===== config.mk =====
export PLATFORM = sky130hd
export DESIGN_NAME = linear_block_code_encode_syndrome_unit
export DESIGN_NICKNAME = d
export VERILOG_FILES = /design/src/rtl/lbc_pkg.sv /design/src/rtl/lbc_reduce.sv /design/src/rtl/lbc_datapath.sv /design/src/rtl/linear_block_code_encode_syndrome_unit.sv
export SDC_FILE = /design/constraint.sdc
export NUM_CORES = 1
export LEC_CHECK = 0
export ABC_AREA = 1
export BUFFER_PORTS_ARGS = -buffer_cell sky130_fd_sc_hd__buf_4
export CORE_ASPECT_RATIO = 1.25
export CORE_UTILIZATION = 32
export DETAILED_ROUTE_END_ITERATION = 16
export GPL_ROUTABILITY_DRIVEN = 1
export MAX_ROUTING_LAYER = met4
export PLACE_DENSITY = 0.53
export SLEW_MARGIN = 20
export SYNTH_ARGS = -nofsm -noshare
export SYNTH_HDL_FRONTEND = slang
export SYNTH_SLANG_ARGS = --single-unit

===== constraint.sdc =====
create_clock -name clk -period 3.06 [get_ports clk]
set_input_delay 0.153 -clock clk [delete_from_list [all_inputs] [get_ports clk]]
set_output_delay 0.153 -clock clk [all_outputs]
set_load 0.005 [all_outputs]

===== src/rtl/lbc_pkg.sv =====
package lbc_pkg;

	// Fixed port widths of the block.
	localparam int CW_W      = 7;
	localparam int SYN_W     = 3;
	localparam int GEN_W     = 7;
	localparam int CFG_IDX_W = 4;
	localparam int NUM_RESET_ROWS = 4;

	localparam logic CMD_ENCODE = 1'b0;
	localparam logic CMD_CHECK  = 1'b1;

	localparam logic [GEN_W-1:0] RESET_ROWS [NUM_RESET_ROWS] = '{
		7'd97, 7'd82, 7'd52, 7'd120
	};

	typedef struct packed {
		logic             valid;
		logic             cmd;
		logic [CW_W-1:0]  word;
	} item_t;

endpackage


===== src/rtl/lbc_reduce.sv =====
module lbc_reduce #(
	parameter int K_ROWS = 4,
	parameter int N_COLS = 7
) (
	input  logic              clk,
	input  logic              arst_n,
	input  logic              restart,
	input  logic [N_COLS-1:0] gen_rows [K_ROWS],
	output logic [N_COLS-1:0] red_rows [K_ROWS],
	output logic              busy
);
	import lbc_pkg::*;

	localparam int COL_W = $clog2(N_COLS);
	localparam int PIV_W = $clog2(K_ROWS + 1);
	localparam logic [COL_W-1:0] LAST_COL = COL_W'(N_COLS - 1);

	typedef enum logic [2:0] {
		RED_LOAD = 3'b001,
		RED_RUN  = 3'b010,
		RED_DONE = 3'b100
	} red_state_t;

	red_state_t        state_q;
	logic [COL_W-1:0]  col_q;
	logic [PIV_W-1:0]  piv_q;
	logic [N_COLS-1:0] work_q [K_ROWS];
	logic [N_COLS-1:0] nxt    [K_ROWS];
	logic [N_COLS-1:0] swp    [K_ROWS];
	logic [N_COLS-1:0] piv_row;
	logic [N_COLS-1:0] fnd_row;
	logic              found;
	logic [PIV_W-1:0]  fidx;

	// One column of Gauss-Jordan elimination per cycle.
	always_comb begin
		found   = 1'b0;
		fidx    = '0;
		piv_row = '0;
		fnd_row = '0;
		for (int i = 0; i < K_ROWS; i++) begin
			if (!found && (PIV_W'(i) >= piv_q) && work_q[i][col_q]) begin
				found = 1'b1;
				fidx  = PIV_W'(i);
			end
		end
		for (int i = 0; i < K_ROWS; i++) begin
			if (PIV_W'(i) == piv_q) begin
				piv_row = work_q[i];
			end
			if (PIV_W'(i) == fidx) begin
				fnd_row = work_q[i];
			end
		end
		for (int i = 0; i < K_ROWS; i++) begin
			if (PIV_W'(i) == piv_q) begin
				swp[i] = fnd_row;
			end else if (PIV_W'(i) == fidx) begin
				swp[i] = piv_row;
			end else begin
				swp[i] = work_q[i];
			end
		end
		for (int i = 0; i < K_ROWS; i++) begin
			if (!found) begin
				nxt[i] = work_q[i];
			end else if ((PIV_W'(i) != piv_q) && swp[i][col_q]) begin
				nxt[i] = swp[i] ^ fnd_row;
			end else begin
				nxt[i] = swp[i];
			end
		end
	end

	always_ff @(posedge clk or negedge arst_n) begin
		if (!arst_n) begin
			state_q <= RED_LOAD;
			col_q   <= '0;
			piv_q   <= '0;
		end else if (restart) begin
			state_q <= RED_LOAD;
		end else begin
			case (state_q)
				RED_LOAD: begin
					col_q   <= '0;
					piv_q   <= '0;
					state_q <= RED_RUN;
				end
				RED_RUN: begin
					if (found) begin
						piv_q <= piv_q + PIV_W'(1);
					end
					col_q <= col_q + COL_W'(1);
					if (col_q == LAST_COL) begin
						state_q <= RED_DONE;
					end
				end
				RED_DONE: begin
					state_q <= RED_DONE;
				end
				default: begin
					state_q <= RED_LOAD;
				end
			endcase
		end
	end

	always_ff @(posedge clk) begin
		if (state_q == RED_LOAD) begin
			work_q <= gen_rows;
		end else if (state_q == RED_RUN) begin
			work_q <= nxt;
		end
	end

	assign red_rows = work_q;
	assign busy     = (state_q != RED_DONE) || restart;

endmodule


===== src/rtl/lbc_datapath.sv =====
module lbc_datapath #(
	parameter int K_ROWS = 4,
	parameter int N_COLS = 7
) (
	input  logic                      clk,
	input  logic                      arst_n,
	input  lbc_pkg::item_t            item_s1,
	input  logic [N_COLS-1:0]         red_rows [K_ROWS],
	output logic                      done,
	output logic [lbc_pkg::CW_W-1:0]  codeword,
	output logic [lbc_pkg::SYN_W-1:0] syndrome
);
	import lbc_pkg::*;

	localparam int W_A   = (N_COLS > CW_W) ? N_COLS : CW_W;
	localparam int EXT_W = (W_A > K_ROWS + SYN_W) ? W_A : K_ROWS + SYN_W;

	logic [EXT_W-1:0] w_ext;
	logic [EXT_W-1:0] row_ext [K_ROWS];
	logic [EXT_W-1:0] cw_ext;
	logic [SYN_W-1:0] syn;
	logic             done_s2;
	logic [CW_W-1:0]  codeword_s2;
	logic [SYN_W-1:0] syndrome_s2;

	// Zero padding makes word bits above N_COLS and parity columns past the
	// end of the matrix drop out without special cases.
	for (genvar c = 0; c < EXT_W; c++) begin : g_wext
		if (c < CW_W && c < N_COLS) begin : g_on
			assign w_ext[c] = item_s1.word[c];
		end else begin : g_off
			assign w_ext[c] = 1'b0;
		end
	end

	for (genvar i = 0; i < K_ROWS; i++) begin : g_rext
		assign row_ext[i] = EXT_W'(red_rows[i]);
	end

	always_comb begin
		cw_ext = '0;
		for (int i = 0; i < K_ROWS; i++) begin
			if (w_ext[i]) begin
				cw_ext = cw_ext ^ row_ext[i];
			end
		end
		for (int s = 0; s < SYN_W; s++) begin
			syn[s] = w_ext[K_ROWS + s];
			for (int i = 0; i < K_ROWS; i++) begin
				syn[s] = syn[s] ^ (w_ext[i] & row_ext[i][K_ROWS + s]);
			end
		end
	end

	always_ff @(posedge clk or negedge arst_n) begin
		if (!arst_n) begin
			done_s2 <= 1'b0;
		end else begin
			done_s2 <= item_s1.valid;
		end
	end

	always_ff @(posedge clk) begin
		if (item_s1.cmd == CMD_ENCODE) begin
			codeword_s2 <= cw_ext[CW_W-1:0];
			syndrome_s2 <= '0;
		end else begin
			codeword_s2 <= '0;
			syndrome_s2 <= syn;
		end
	end

	assign done     = done_s2;
	assign codeword = codeword_s2;
	assign syndrome = syndrome_s2;

endmodule


===== src/rtl/linear_block_code_encode_syndrome_unit.sv =====
// Channel   Signals                          Handshake
// --------  -------------------------------  ------------------------------
// command   start, cmd, word_bits            taken when start && !busy
// result    done, codeword, syndrome         done high for one cycle
// config    wr_en, wr_index, wr_data         written when wr_en is high
//
// An accepted item is held in item_s1, then in the s2 output registers that
// drive its result onto the ports with done; one item can be taken every
// cycle while busy is low. After reset and after every write to a generator
// row, busy stays high while the elimination sequencer reduces the matrix,
// one column per cycle. The receiver cannot stall the results.
module linear_block_code_encode_syndrome_unit #(
	parameter int K_ROWS = 4,
	parameter int N_COLS = 7
) (
	input  logic                          clk,
	input  logic                          arst_n,
	input  logic                          start,
	output logic                          busy,
	input  logic                          cmd,
	input  logic [lbc_pkg::CW_W-1:0]      word_bits,
	output logic                          done,
	output logic [lbc_pkg::CW_W-1:0]      codeword,
	output logic [lbc_pkg::SYN_W-1:0]     syndrome,
	input  logic                          wr_en,
	input  logic [lbc_pkg::CFG_IDX_W-1:0] wr_index,
	input  logic [lbc_pkg::GEN_W-1:0]     wr_data
);
	import lbc_pkg::*;

	logic [N_COLS-1:0] gen_q    [K_ROWS];
	logic [N_COLS-1:0] red_rows [K_ROWS];
	logic              restart;
	item_t             item_s1;

	assign restart = wr_en && (32'(wr_index) < K_ROWS);

	for (genvar i = 0; i < K_ROWS; i++) begin : g_gen
		localparam logic [N_COLS-1:0] RST_ROW =
			(i < NUM_RESET_ROWS) ? N_COLS'(RESET_ROWS[i]) : '0;

		always_ff @(posedge clk or negedge arst_n) begin
			if (!arst_n) begin
				gen_q[i] <= RST_ROW;
			end else if (wr_en && (32'(wr_index) == i)) begin
				gen_q[i] <= N_COLS'(wr_data);
			end
		end
	end

	lbc_reduce #(
		.K_ROWS (K_ROWS),
		.N_COLS (N_COLS)
	) u_reduce (
		.clk      (clk),
		.arst_n   (arst_n),
		.restart  (restart),
		.gen_rows (gen_q),
		.red_rows (red_rows),
		.busy     (busy)
	);

	always_ff @(posedge clk or negedge arst_n) begin
		if (!arst_n) begin
			item_s1 <= '0;
		end else begin
			item_s1.valid <= start && !busy;
			if (start && !busy) begin
				item_s1.cmd  <= cmd;
				item_s1.word <= word_bits;
			end
		end
	end

	lbc_datapath #(
		.K_ROWS (K_ROWS),
		.N_COLS (N_COLS)
	) u_datapath (
		.clk      (clk),
		.arst_n   (arst_n),
		.item_s1  (item_s1),
		.red_rows (red_rows),
		.done     (done),
		.codeword (codeword),
		.syndrome (syndrome)
	);

endmodule

==> Yosys cells after proc, flatten, opt, wreduce, memory -nomap -nowiden <==
Cells that the tools add are included.
{ "totals": {"regBits": 85, "word_cells": 166} }
{ "classes": {"n_addsub": 2, "magnitude_cmp": 6, "n_eq_ne": 19, "muxes": 59, "bitwise_logic": 32, "n_reduce_logical": 31} }
{ "op_table": {"columns": ["cell", "count"], "rows": [
  ["2-to-1 mux 7 bit", 28],
  ["2-to-1 mux 28 bit", 2],
  ["XOR 7 bit", 7],
  ["binary-select mux 1 bit (select 3 bit)", 8],
  ["logical AND 1 bit", 17],
  ["2-to-1 mux 1 bit", 13],
  ["bitwise AND 1 bit", 12],
  ["case mux 3 bit (2 select lines)", 2],
  ["XOR 1 bit", 12],
  ["2-to-1 mux 3 bit", 3],
  ["case mux 3 bit (3 select lines)", 1],
  ["== test 4 x 2 -> 1 bit, second input constant", 2],
  ["adder 3 x 1 -> 3 bit, second input constant", 2],
  ["== test 2 x 3 -> 1 bit, first input constant", 2],
  ["== test 3 bit, second input constant", 2],
  ["greater-or-equal comparator 1 x 3 -> 1 bit, first input constant", 2],
  ["greater-or-equal comparator 2 x 3 -> 1 bit, first input constant", 2],
  ["logical NOT 3 bit", 2],
  ["inequality test 2 x 3 -> 1 bit, first input constant", 2],
  ["== test 2 bit, first input constant", 2],
  ["== test 4 x 1 -> 1 bit, second input constant", 1],
  ["logical NOT 1 bit", 4],
  ["logical NOT 4 bit", 1],
  ["< comparator 3 x 4 -> 1 bit, second input constant", 1],
  ["16 further kinds", 19]
]} }

==> Depth between registers and ports, before layout <==
Gate-level depths: netlist (run 1).
{ "logic_depth": {"word_depth": 29, "ltp_mapped": 24, "ltp_nobuf": 22} }

==> Cells and area by module <==
A second synthesis (run 1) with hierarchy kept.
{ "unflattened": {"hier_cells": 1007, "area_unflattened_um2": 6950.4} }
{ "modules_own_cells": {"columns": ["module", "n_inst", "cells_per_inst", "area_each_um2", "seq_area_each_um2"], "rows": [
  ["lbc_reduce", 1, 701, 4531.8, 1067.3],
  ["linear_block_code_encode_syndrome_unit", 1, 169, 1576.5, 942.2],
  ["lbc_datapath", 1, 137, 842.1, 225.2]
]} }

==> Least setup slack after synthesis (run 1) <==
No wires, ideal clock.
{ "synth_timing": {"path_kind": "flip-flop to flip-flop", "from": "reg u_reduce.col_q[1]", "to": "reg u_reduce.work_q, in the netlist u_reduce.red_rows[16], data pin", "setup_ns": 0.252, "arrival_ns": 2.251, "required_ns": 2.808, "path_slack_ns": 0.556, "stages_incl_launch_ff": 20, "path_buffers": 1, "synth_period_minus_slack_ns": 2.504, "path_cell_list": "dfrtp_1 -> inv_2 -> buf_4 -> nand3_1 -> nand2_1 -> nand2_1 -> nor2_2 -> nand3_4 -> nor2_1 -> nor2_2 -> nand3_1 -> nand3_1 -> nand2_1 -> clkinv_1 -> nand2_4 -> nand3_4 -> nand2_1 -> nand2_1 -> nand2_1 -> nand2_1"} }
{ "synth_between": {"elab_chain_cells": 29} }
{ "synth_rtl": {"columns": ["element", "line", "text"], "rows": [
  ["from (decl)", "lbc_reduce.sv:25", "logic [COL_W-1:0] col_q;"],
  ["from (signal assigned)", "lbc_reduce.sv:93", "col_q <= col_q + COL_W'(1);"],
  ["binary-select mux 1 bit (select 3 bit)", "lbc_reduce.sv:42", "if (!found && (PIV_W'(i) >= piv_q) && work_q[i][col_q]) begin"],
  ["2-to-1 mux 1 bit (implied by the code)", "lbc_reduce.sv:42", null],
  ["logical AND 1 bit", "lbc_reduce.sv:42", null],
  ["2-to-1 mux 1 bit", "lbc_reduce.sv:42", null],
  ["logical NOT 1 bit", "lbc_reduce.sv:42", null],
  ["logical AND 1 bit (2 in a row)", "lbc_reduce.sv:42", null],
  ["2-to-1 mux 1 bit", "lbc_reduce.sv:42", null],
  ["logical NOT 1 bit", "lbc_reduce.sv:42", null],
  ["[12 not listed]", null, null],
  ["2-to-1 mux 7 bit", "lbc_reduce.sv:56", "if (PIV_W'(i) == piv_q) begin"],
  ["binary-select mux 1 bit (select 3 bit)", "lbc_reduce.sv:67", "end else if ((PIV_W'(i) != piv_q) && swp[i][col_q]) begin"],
  ["2-to-1 mux 1 bit (implied by the code)", "lbc_reduce.sv:67", null],
  ["logical AND 1 bit", "lbc_reduce.sv:67", null],
  ["2-to-1 mux 7 bit (*)", "lbc_reduce.sv:67", null],
  ["2-to-1 mux 7 bit (*)", "lbc_reduce.sv:65", "if (!found) begin"],
  ["2-to-1 mux 28 bit (*)", "lbc_reduce.sv:111", "end else if (state_q == RED_RUN) begin"],
  ["2-to-1 mux 28 bit (*)", "lbc_reduce.sv:109", "if (state_q == RED_LOAD) begin"],
  ["to (signal assigned)", "lbc_reduce.sv:110", "work_q <= gen_rows;"],
  ["to (signal assigned)", "lbc_reduce.sv:112", "work_q <= nxt;"],
  ["to (decl)", "lbc_reduce.sv:27", "logic [N_COLS-1:0] work_q [K_ROWS];"]
]} }
Mark *: on every way between the ends. The rest lies on a longest branch, timed or not. The select of a mux whose other input is x is not followed.
A chain may end at the register's enable or synchronous reset.

==> Worst setup path in the final report (run 1) <==
{ "layout_timing": {"from": "reg u_reduce.col_q[0]", "to": "reg u_reduce.work_q, in the netlist u_reduce.red_rows[5], data pin"} }
The elaborated chain is that of the path after synthesis.

==> results of run 1 <==
==> metrics by stage <==
step	hold slack, ns	area, sq um	cells	setup TNS, ns
2_1_floorplan	-0.143	6550	948	0
3_3_place_gp	0.215	7490	1285	-0.603
3_5_place_dp	0.218	7490	1285	-0.348
4_1_cts	0.0146	7880	1308	0
5_1_grt	0.0241	8530	1339	-0.556
6_report	0.0217	8530	1339	0
==> flip-flops by register name, summed over array words and instances (netlist names) <==
register             cells
gen_q                   28
u_reduce.red_rows       28
item_s1                  9
u_datapath.codeword      7
u_datapath.syndrome      3
u_reduce.col_q           3
u_reduce.piv_q           3
u_reduce.state_q         3
u_datapath.done          1
==> Yosys cell counts, types with 18 or more instances <==
| cell type | n |
|---|---|
| nand2_1 | 357 |
| xor2_1 | 42 |
| nand2_2 | 18 |
| o21ai_0 | 70 |
| dfrtp_1 | 33 |
| nand3_1 | 82 |
| a21oi_1 | 34 |
| edfxtp_1 | 28 |
| inv_1 | 95 |
| nand4_1 | 25 |
==> cell usage in the layout (no fill, tap or decap), types with 14 or more instances in the layout <==
cell        n
a21oi_1    32
buf_4     118
dfrtp_1    32
dfstp_2    14
edfxtp_1   28
inv_1      90
nand2_1   323
nand2_2    41
nand2_4    18
nand3_1    68
nand3_2    20
nand4_1    25
o211ai_1   14
o21ai_0    63
o21ai_1    19
xor2_1     42
==> kinds of logic after synthesis <==
logic type | after synthesis | share of synthesized area (%)
AND/OR/NAND/NOR | 525 | 37.0
AO/OA/AOI/OAI | 146 | 12.5
buffers and inverters | 141 | 9.27
flip-flops | 85 | 34.1
XOR/XNOR | 46 | 6.15
adder cells (fa/ha/maj) | 5 | 0.955
==> worst min-delay path: cells and delay by family <==
kind | cells | cell delay, ns
buf+inv | 1 | 0.08
simple gates | 2 | 0.10
==> final cells by class <==
type	instances	area, sq um
well taps	270	338
flip-flops and latches	85	2240
repair buffers	139	1200
multi-input cells	724	4000
clock inverters	5	62.6
fillers	2097	11600
clock buffers	11	254
inverters	103	402
repair inverters	2	26.3
==> per-layer routing <==
layer,up-vias,share of wire (%),GRT usage (%)
li1,3313,-,-
met1,3123,40,29.2
met2,285,48,40.3
met3,90,5.7,3.13
met4,0,5.7,12.3
met5,-,0,-
==> timing repair <==
action	CTS	global route
setup buffers	0	27
hold buffers	6	0
setup endpoints to repair	17	28
endpoints found under the hold margin	38	0
gates resized for setup	4	106
pin swaps	0	48
gates cloned	1	5
==> path summary, 6_finish.rpt <==
check / to / start / slack, ns / cells after the start
min in group asynchronous: gen_q[19]$_DFFE_PN0P_ / arst_n / 0.37 / 2
setup reg to reg: u_reduce.red_rows[5]$_DFFE_PP_ / u_reduce.col_q[0]$_DFFE_PN0P_ / 0.10 / 21
max in group asynchronous: u_reduce.col_q[0]$_DFFE_PN0P_ / arst_n / 2.20 / 2
setup / recovery: u_reduce.red_rows[5]$_DFFE_PP_ / u_reduce.col_q[0]$_DFFE_PN0P_ / 0.10 / 21
hold / removal: item_s1[3]$_DFFE_PN0P_ / word_bits[3] / 0.02 / 3
hold reg to reg: u_datapath.done$_DFF_PN0_ / item_s1[8]$_DFF_PN0_ / 0.35 / 0
==> metrics.md, run 1 <==
| Metric | Value |
|---|---|
| Syn_nets | `976` |
| Outcome | `finished, final reports clean` |
| Fmax | `338 MHz` |
| CTS tree | `built` |
| Worst slack, placed | `-0.0579 ns` |
| Critical path peak fanout | `8` |
| Post-synth top area share | `20.5%` |
| Number of distinct library cells after synthesis | `42` |
| Worst Hold Class | `input port to flop` |
| Drt wl/cell | `~18 microns` |
| Most used cell, CP | `nand2_1` |
| DIE AREA | `between 20000 and 25000 sq um` |
| Initial DRC Count | `about 540` |
| Number of global-route vias before repair | `between 6000 and 7000` |
| CP Class | `flop to flop` |
| Synth area leaders | `nand2_1 20%, edfxtp_1 13%, dfrtp_1 13%` |
| Skew-Pair Late Insertion Delay | `approximately 0.36 ns` |
| Worst-Margin Slew | `approximately 0.63 ns` |
| Vias per inst | `between 5 and 6` |
| MaxCap Viol Count | `0` |
| Worst setup SP type | `flop` |
| Largest net degree at the start of global routing | `48` |
| H-Tree Depth | `3` |
| Synth Area per Inst | `6.91 sq um` |
| Worst-path clk slew | `about 0.06 ns` |
| Mapped Area | `approximately 6500 sq um` |
| N_diodes | `0` |
| Count of final max-slew check failures | `0` |
| Post-route DRC | `0` |
| Post-layout util | `between 40 and 50%` |
| Number of CTS-inserted buffers | `9` |
| Crit-path max cell delay | `around 0.58 ns` |
| CTS sink cnt | `85` |
| Critical Path Sink Type | `flop` |
| Clock root buffer | `clkbuf_16` |
| ANT nets after route | `0` |
| Yosys top cell by area | `nand2_1` |
| Vias post-DR | `slightly below 7000` |
| Total gr overflow | `0` |
| WP data required | `around 3.2 ns` |
| CP max stage cell | `dfrtp_4` |
| CORE AREA | `20100 sq um` |
| Nets | `between 1000 and 1500` |
| Final GP Congestion | `about 1.0` |
| DP HPWL | `18700 microns` |
| Final setup vio count | `0` |
| Ports | `35` |
| Die height | `162 microns` |
| Asr flop ratio synth | `a little under three fifths` |
| Final Hold Vio Count | `0` |
| Flops & latches, synth | `85` |
| GRT Total Usage | `between 20% and 30%` |
| Crit-path cells | `buf_12, nand2_2, nand3_2, nand2_2, nand3_2, nand3_4, nand2_4, buf_6, nand2_1, nand2_1, nand2_2, nand3_1, nand3_1, nand3_1, nand2_2, nand2_4, buf_4, nand4_1, nand2_1, nand2_1, nand2_1` |
| PortBufs | `34` |
| Number of synthesized flops with an enable pin | `28` |
| Yosys Warn Count | `0` |
| RSZ-0062 raised after global routing | `yes` |
| Crit path time final | `slightly below 3 ns` |
| Initial Utilization | `32.6%` |
| DRT Wirelength | `24700 microns` |
| Worst path buffer plus inverter count | `3` |
| Synth-to-layout area growth | `30.2%` |
| Final setup margin | `around 0.10 ns` |
| Post-synth top flop | `dfrtp_1` |
| First-pass GRT wire length | `around 37000 microns` |
| Mapped Cells | `roughly 950` |
| Critical path's top delay family | `simple AND/OR/NAND/NOR gates` |
| Drt pass-1 iters | `5` |
| Clock tree buffer depth | `2` |
| Crit share post-route | `96.6%` |
| Post-synthesis sequential area ratio | `about a third` |
| Final Skew | `0.0172 ns` |
| Initial antenna violation count | `0` |
| Die W | `~130 microns` |
| Relative slew slack | `approximately 58%` |
| Worst EP arrival | `a little over 3 ns` |
| Fraction of layout cells with a size suffix above 1 | `around a quarter` |
| Site Rows | `58` |
Power of run 1 is left out: the tool's default activity adds up to more than one toggle a clock period on the data nets, which glitch-free logic cannot reach.
==> run 2: changes to the inputs <==
Settings changed: CORE_UTILIZATION 32 to 40, PLACE_DENSITY 0.53 to 0.62, SETUP_SLACK_MARGIN set to 0.3.
==> metrics.md, run 2 (synthesis gave the netlist of run 1 again) <==
| Metric | Value |
|---|---|
| Worst Hold Path Cells | `3 (unchanged)` |
| Initial Utilization | `41.5% (+9.0 points)` |
| Critical Path Sink Type | `flop` |
| R2r setup slk | `0.24 ns (+0.14 ns)` |
| Drt pass-1 iters | `6 (+1)` |
| N_diodes | `0 (unchanged)` |
| Number of global-route vias before repair | `6380 (-0.23%)` |
| Total gr overflow | `0 (unchanged)` |
| Synth-to-layout area growth | `24.0%` |
| Skew-Pair Late Insertion Delay | `0.35 ns (about the same)` |
| RSZ-0062 raised after global routing | `yes` |
| Fin Hold WS | `0.00121 ns (-0.0205 ns)` |
| Final setup vio count | `0 (unchanged)` |
| Number of CTS-inserted buffers | `9 (unchanged)` |
| ANT nets after route | `0 (unchanged)` |
| DP HPWL | `16600 microns (-11%)` |
| Worst slack, placed | `0.0133 ns (+0.0711 ns)` |
| Post-route DRC | `0 (unchanged)` |
| Worst hold start | `word_bits[3]` |
| Clock tree buffer depth | `2 (unchanged)` |
| Initial antenna violation count | `0 (unchanged)` |
| Initial DRC Count | `654 (+22%)` |
| Clock root buffer | `clkbuf_16` |
| Site Rows | `51 (-12%)` |
| Final Hold Vio Count | `0 (unchanged)` |
| Layout Cells excl Fill | `1266 (-5.5%)` |
| Fmax | `355 MHz (+4.8%)` |
| Ports | `35 (unchanged)` |
| Worst-path clk slew | `0.07 ns (about the same)` |
| WP data required | `3.29 ns (+0.13 ns)` |
| MaxCap Viol Count | `0 (unchanged)` |
| Vias per inst | `5.30 (+4.3%)` |
| Count of final max-slew check failures | `0 (unchanged)` |
| DRT Wirelength | `22000 microns (-11%)` |
| Die W | `116 microns (-10%)` |
| DIE AREA | `16900 sq um (-20%)` |
| Final setup margin | `0.241 ns (+0.136 ns)` |
| Reg2Reg Capture Point | `u_reduce.red_rows[21]$_DFFE_PP_` |
| Final Skew | `0.00797 ns (-0.00927 ns)` |
| Worst setup startpoint | `u_reduce.col_q[0]$_DFFE_PN0P_` |
| CORE AREA | `15800 sq um (-22%)` |
| Vias post-DR | `6715 (-1.4%)` |
| GRT Total Usage | `28.1% (+3.7 points)` |
| Crit path time final | `2.82 ns (-0.136 ns)` |
| H-Tree Depth | `3 (unchanged)` |
| PortBufs | `34 (unchanged)` |
| Final TNS setup | `0 ns (unchanged)` |
| Critical path peak fanout | `8 (unchanged)` |
| R2R cell count | `20 (-4.8%)` |
| Worst-Margin Slew | `0.639 ns (+0.00702 ns)` |
| Commonest cells after routing, fill and taps aside | `341 x nand2_1, 114 x buf_4, 91 x inv_1, 76 x nand3_1, 60 x o21ai_0` |
| Nets | `1077 (-1.4%)` |
| Worst Setup EP | `u_reduce.red_rows[21]$_DFFE_PP_` |
| Worst Hold Class | `input port to flop` |
| Worst setup SP type | `flop` |
| Crit share post-route | `92.1% (-4.4 points)` |
| Placed instance count | `1210 (-5.8%)` |
| FF+latch area | `2240 sq um (about the same)` |
| FILL cells | `1568 (-25%)` |
| Relative slew slack | `57.4% (-0.47 points)` |
| Area occupied by multi-input gates | `3900 sq um (-2.6%)` |
| CTS sink cnt | `85 (unchanged)` |
| Die height | `145 microns (-10%)` |
| First-pass GRT wire length | `34800 microns (-5.7%)` |
| Final GP Congestion | `0.997 (-0.27%)` |
| CP Class | `flop to flop` |
| Most common cell after layout, fill and taps aside | `nand2_1` |
| Reg-to-reg startpoint | `u_reduce.col_q[0]$_DFFE_PN0P_` |
| Outcome | `finished, final reports clean` |
| CTS tree | `built` |
| Worst EP arrival | `3.05 ns (about the same)` |
| Largest net degree at the start of global routing | `48 (unchanged)` |
| Fraction of layout cells with a size suffix above 1 | `23.2% (-3.2 points)` |
| Drt wl/cell | `17.3 microns (-5.8%)` |
==> run 2: cell types whose count changed in the layout (fill, tap and decap cells not counted), moves of 5 or more <==
cell,previous run,this run
buf_12,7,2
nand2_1,323,341
nand3_2,20,14
nand2_2,41,30
nand2_4,18,9
nand3_1,68,76
==> run 2: through the flow <==
stage / utilization [%] / area, sq um
detailed placement: 46.2 / 7290
floorplan: - / 6550
CTS: 51.3 / 8080
global route: 51.5 / 8120
finish: 51.5 / 8120
global placement: 46.2 / 7290
==> run 2: per-layer routing <==
layer	up-vias	share of wire, %	GRT usage (%)
met2	316	48	44.2
met1	3031	40	34.5
li1	3282	-	-
met3	86	6.5	4.39
met5	-	0	-
met4	0	5.1	14.5
==> run 2: how the worst min path moves through the flow <==
| stage | endpoint | slack (ns) |
|---|---|---|
| 2_1_floorplan | gen_q[0]$_DFFE_PN0P_ | -0.14 |
| 3_3_place_gp | u_datapath.done$_DFF_PN0_ | 0.21 |
| 3_5_place_dp | u_datapath.done$_DFF_PN0_ | 0.21 |
| 4_1_cts | item_s1[3]$_DFFE_PN0P_ | 0.002 |
| 5_1_grt | item_s1[3]$_DFFE_PN0P_ | 0.03 |
| 6_report | item_s1[3]$_DFFE_PN0P_ | 0.001 |
==> run 2: layout make-up <==
| class | instances | area share, % |
|---|---|---|
| clock buffer | 10 | 2.82 |
| clock inverter | 6 | 0.647 |
| inverter | 103 | 5.03 |
| multi-input combinational | 724 | 48.0 |
| sequential | 85 | 27.6 |
| tap | 212 | 3.27 |
| timing repair buffer | 126 | 12.7 |
==> run 2: critical path, stage by stage, from the launching register on <==
cell     delay [ns]
dfrtp_2        0.48
buf_4          0.16
nand2_1        0.05
nand3_1        0.09
nand2_2        0.11
nand2_2        0.08
nand3_4        0.14
nand3_4        0.12
nand2_8        0.11
buf_6          0.13
nand2_1        0.05
nand2_1        0.06
nand2_2        0.11
buf_4          0.15
nand2_1        0.04
inv_1          0.13
o21ai_0        0.36
nand3_1        0.12
nand2_1        0.08
nand2_1        0.04
nand2_1        0.06
==> run 2: timing repair <==
item | in CTS | in global routing
resized for setup | 65 | 3
pin swaps | 13 | 3
endpoints found under the hold margin | 37 | 0
hold buffers | 5 | 0
setup buffers | 28 | 4
endpoints found under the setup margin | 28 | 28
cloned | 3 | 0
Power of run 2 is left out for the same reason.
==> run 3: changes to the inputs <==
Settings changed: BUFFER_PORTS_ARGS -buffer_cell sky130_fd_sc_hd__buf_4 to -buffer_cell sky130_fd_sc_hd__buf_2, GPL_TIMING_DRIVEN set to 0, PLACE_DENSITY 0.62 to 0.54.
==> metrics.md, run 3 (synthesis gave the netlist of run 1 again) <==
| Metric | Value |
|---|---|
| Reg2Reg Capture Point | `u_reduce.red_rows[22]$_DFFE_PP_` |
| Worst setup startpoint | `u_reduce.col_q[0]$_DFFE_PN0P_` |
| Skew-Pair Late Insertion Delay | `0.36 ns (about the same)` |
| Post-route DRC | `0 (unchanged)` |
| GRT Total Usage | `31.0% (+2.9 points)` |
| Crit path time final | `2.95 ns (+0.133 ns)` |
| Final Hold Vio Count | `0 (unchanged)` |
| Drt wl/cell | `19.6 microns (+13%)` |
| Vias per inst | `5.36 (+1.0%)` |
| Crit-path max cell delay | `0.40 ns (-0.08 ns)` |
| Final TNS setup | `0 ns (unchanged)` |
| Final GP Congestion | `0.998 (about the same)` |
| WP data required | `3.17 ns (-0.12 ns)` |
| CORE AREA | `15800 sq um (unchanged)` |
| Clock tree buffer depth | `2 (unchanged)` |
| Die W | `116 microns (unchanged)` |
| Crit-path cells | `buf_6, clkinv_8, buf_12, nand2_2, nand3_2, nand2_2, nand2_4, nand3_4, nand3_4, nand2_4, buf_8, buf_6, o211ai_1, nand3_2, nand3_2, nand3_2, nand2_4, nand2_8, nand2_1, nand2_1, nand2_1, nand2_2` |
| DP HPWL | `17700 microns (+7.0%)` |
| Worst hold start | `cmd` |
| Relative slew slack | `57.6% (+0.20 points)` |
| Initial DRC Count | `587 (-10%)` |
| Site Rows | `51 (unchanged)` |
| R2r setup slk | `0.11 ns (-0.13 ns)` |
| Number of global-route vias before repair | `6421 (+0.64%)` |
| DRT Wirelength | `24600 microns (+12%)` |
| RSZ-0062 raised after global routing | `yes` |
| Most used cell, CP | `nand3_2` |
| Fraction of layout cells with a size suffix above 1 | `26.0% (+2.8 points)` |
| Worst Hold Path Cells | `3 (unchanged)` |
| Hold endpoint | `item_s1[7]$_DFFE_PN0P_` |
| ANT nets after route | `0 (unchanged)` |
| Commonest cells after routing, fill and taps aside | `312 x nand2_1, 88 x inv_1, 63 x o21ai_0, 54 x nand3_1, 52 x nand2_2` |
| Count of final max-slew check failures | `0 (unchanged)` |
| N_diodes | `0 (unchanged)` |
| M3 GR Usage | `4.97% (+0.58 points)` |
| Total gr overflow | `0 (unchanged)` |
| Worst-path clk slew | `0.07 ns (about the same)` |
| CP Class | `flop to flop` |
| MaxCap Viol Count | `0 (unchanged)` |
| R2R cell count | `22 (+10%)` |
| Ports | `35 (unchanged)` |
| Initial Utilization | `41.5% (unchanged)` |
| Critical Path Sink Type | `flop` |
| Most common cell after layout, fill and taps aside | `nand2_1` |
| Outcome | `finished, final reports clean` |
| Reg-to-reg startpoint | `u_reduce.col_q[0]$_DFFE_PN0P_` |
| H-Tree Depth | `3 (unchanged)` |
| Worst EP arrival | `3.07 ns (+0.02 ns)` |
| Worst setup SP type | `flop` |
| Number of CTS-inserted buffers | `9 (unchanged)` |
| Vias post-DR | `6713 (-0.030%)` |
| Nets | `1064 (-1.2%)` |
| Clock root buffer | `clkbuf_16` |
| Fmax | `339 MHz (-4.5%)` |
| DIE AREA | `16900 sq um (unchanged)` |
| Synth-to-layout area growth | `24.4%` |
| Drt pass-1 iters | `5 (-1)` |
| CTS sink cnt | `85 (unchanged)` |
| Final Skew | `0.0120 ns (+0.00401 ns)` |
| Crit share post-route | `96.5% (+4.4 points)` |
| Largest net degree at the start of global routing | `48 (unchanged)` |
| Worst Hold Class | `input port to flop` |
| Met1 Use GR | `37.8% (+3.4 points)` |
| CTS tree | `built` |
| PortBufs | `34 (unchanged)` |
| CP max stage cell | `dfrtp_1` |
| GRT busiest layer | `met2` |
| Met2 Use GR | `49.0% (+4.8 points)` |
| Worst-Margin Slew | `0.636 ns (-0.00295 ns)` |
| Initial antenna violation count | `0 (unchanged)` |
| Critical path peak fanout | `8 (unchanged)` |
| First-pass GRT wire length | `37000 microns (+6.4%)` |
| Final setup vio count | `0 (unchanged)` |
| Die height | `145 microns (unchanged)` |
run 3: per-stage QoR:
stage / area [sq um] / instances / hold slack (ns) / util [%] / setup slack [ns]
3_5_place_dp: 7010 / 1195 / 0.216 / 44.5 / -0.144
4_1_cts: 7940 / 1249 / 0.00229 / 50.4 / 0.189
2_1_floorplan: 6550 / 948 / -0.143 / - / 0.556
5_1_grt: 8150 / 1253 / 0.0230 / 51.7 / -0.0239
3_3_place_gp: 6980 / 1194 / 0.334 / 44.3 / -0.202
6_report: 8150 / 1253 / 0.00434 / 51.7 / 0.107
run 3: worst max-delay path by stage:
| stage | to | slack (ns) | cells after the start |
|---|---|---|---|
| after floorplan | u_reduce.red_rows[16]$_DFFE_PP_ | 0.56 | 19 |
| after global placement | u_reduce.red_rows[18]$_DFFE_PP_ | -0.20 | 18 |
| after CTS | u_reduce.red_rows[22]$_DFFE_PP_ | 0.19 | 22 |
| final | u_reduce.red_rows[22]$_DFFE_PP_ | 0.11 | 22 |
| after global routing | u_reduce.red_rows[11]$_DFFE_PP_ | -0.02 | 22 |
| after detailed placement | u_reduce.red_rows[22]$_DFFE_PP_ | -0.14 | 18 |
run 3: final cells by class:
type,count,area (sq um)
Buffer,38,246
Tap cell,212,265
Multi-Input combinational cell,725,4140
Clock inverter,6,51.3
Timing Repair Buffer,74,556
Fill cell,1654,7610
Sequential cell,85,2240
Clock buffer,10,229
Inverter,103,420
run 3: layer usage:
layer  vias up  share of wire (%)
li1       3267                  -
met1      3103                 41
met2       262                 49
met3        81                6.0
met4         0                4.9
met5         -                  0
run 3: critical path, delay by kind of cell, from the launching register on:
family / cells / cell delay, ns
and+or+nand+nor: 16 / 1.40
buffers and inverters: 5 / 0.61
DFF: 1 / 0.40
AOI/OAI and AO/OA: 1 / 0.28
run 3: repair_timing:
item | in CTS | in global routing
hold endpoints to repair | 39 | 0
resized for setup | 97 | 47
cloned | 6 | 0
endpoints found under the setup margin | 28 | 28
pin swaps | 24 | 38
setup buffers | 25 | 4
hold buffers | 7 | 0
Power of run 3 is left out for the same reason.
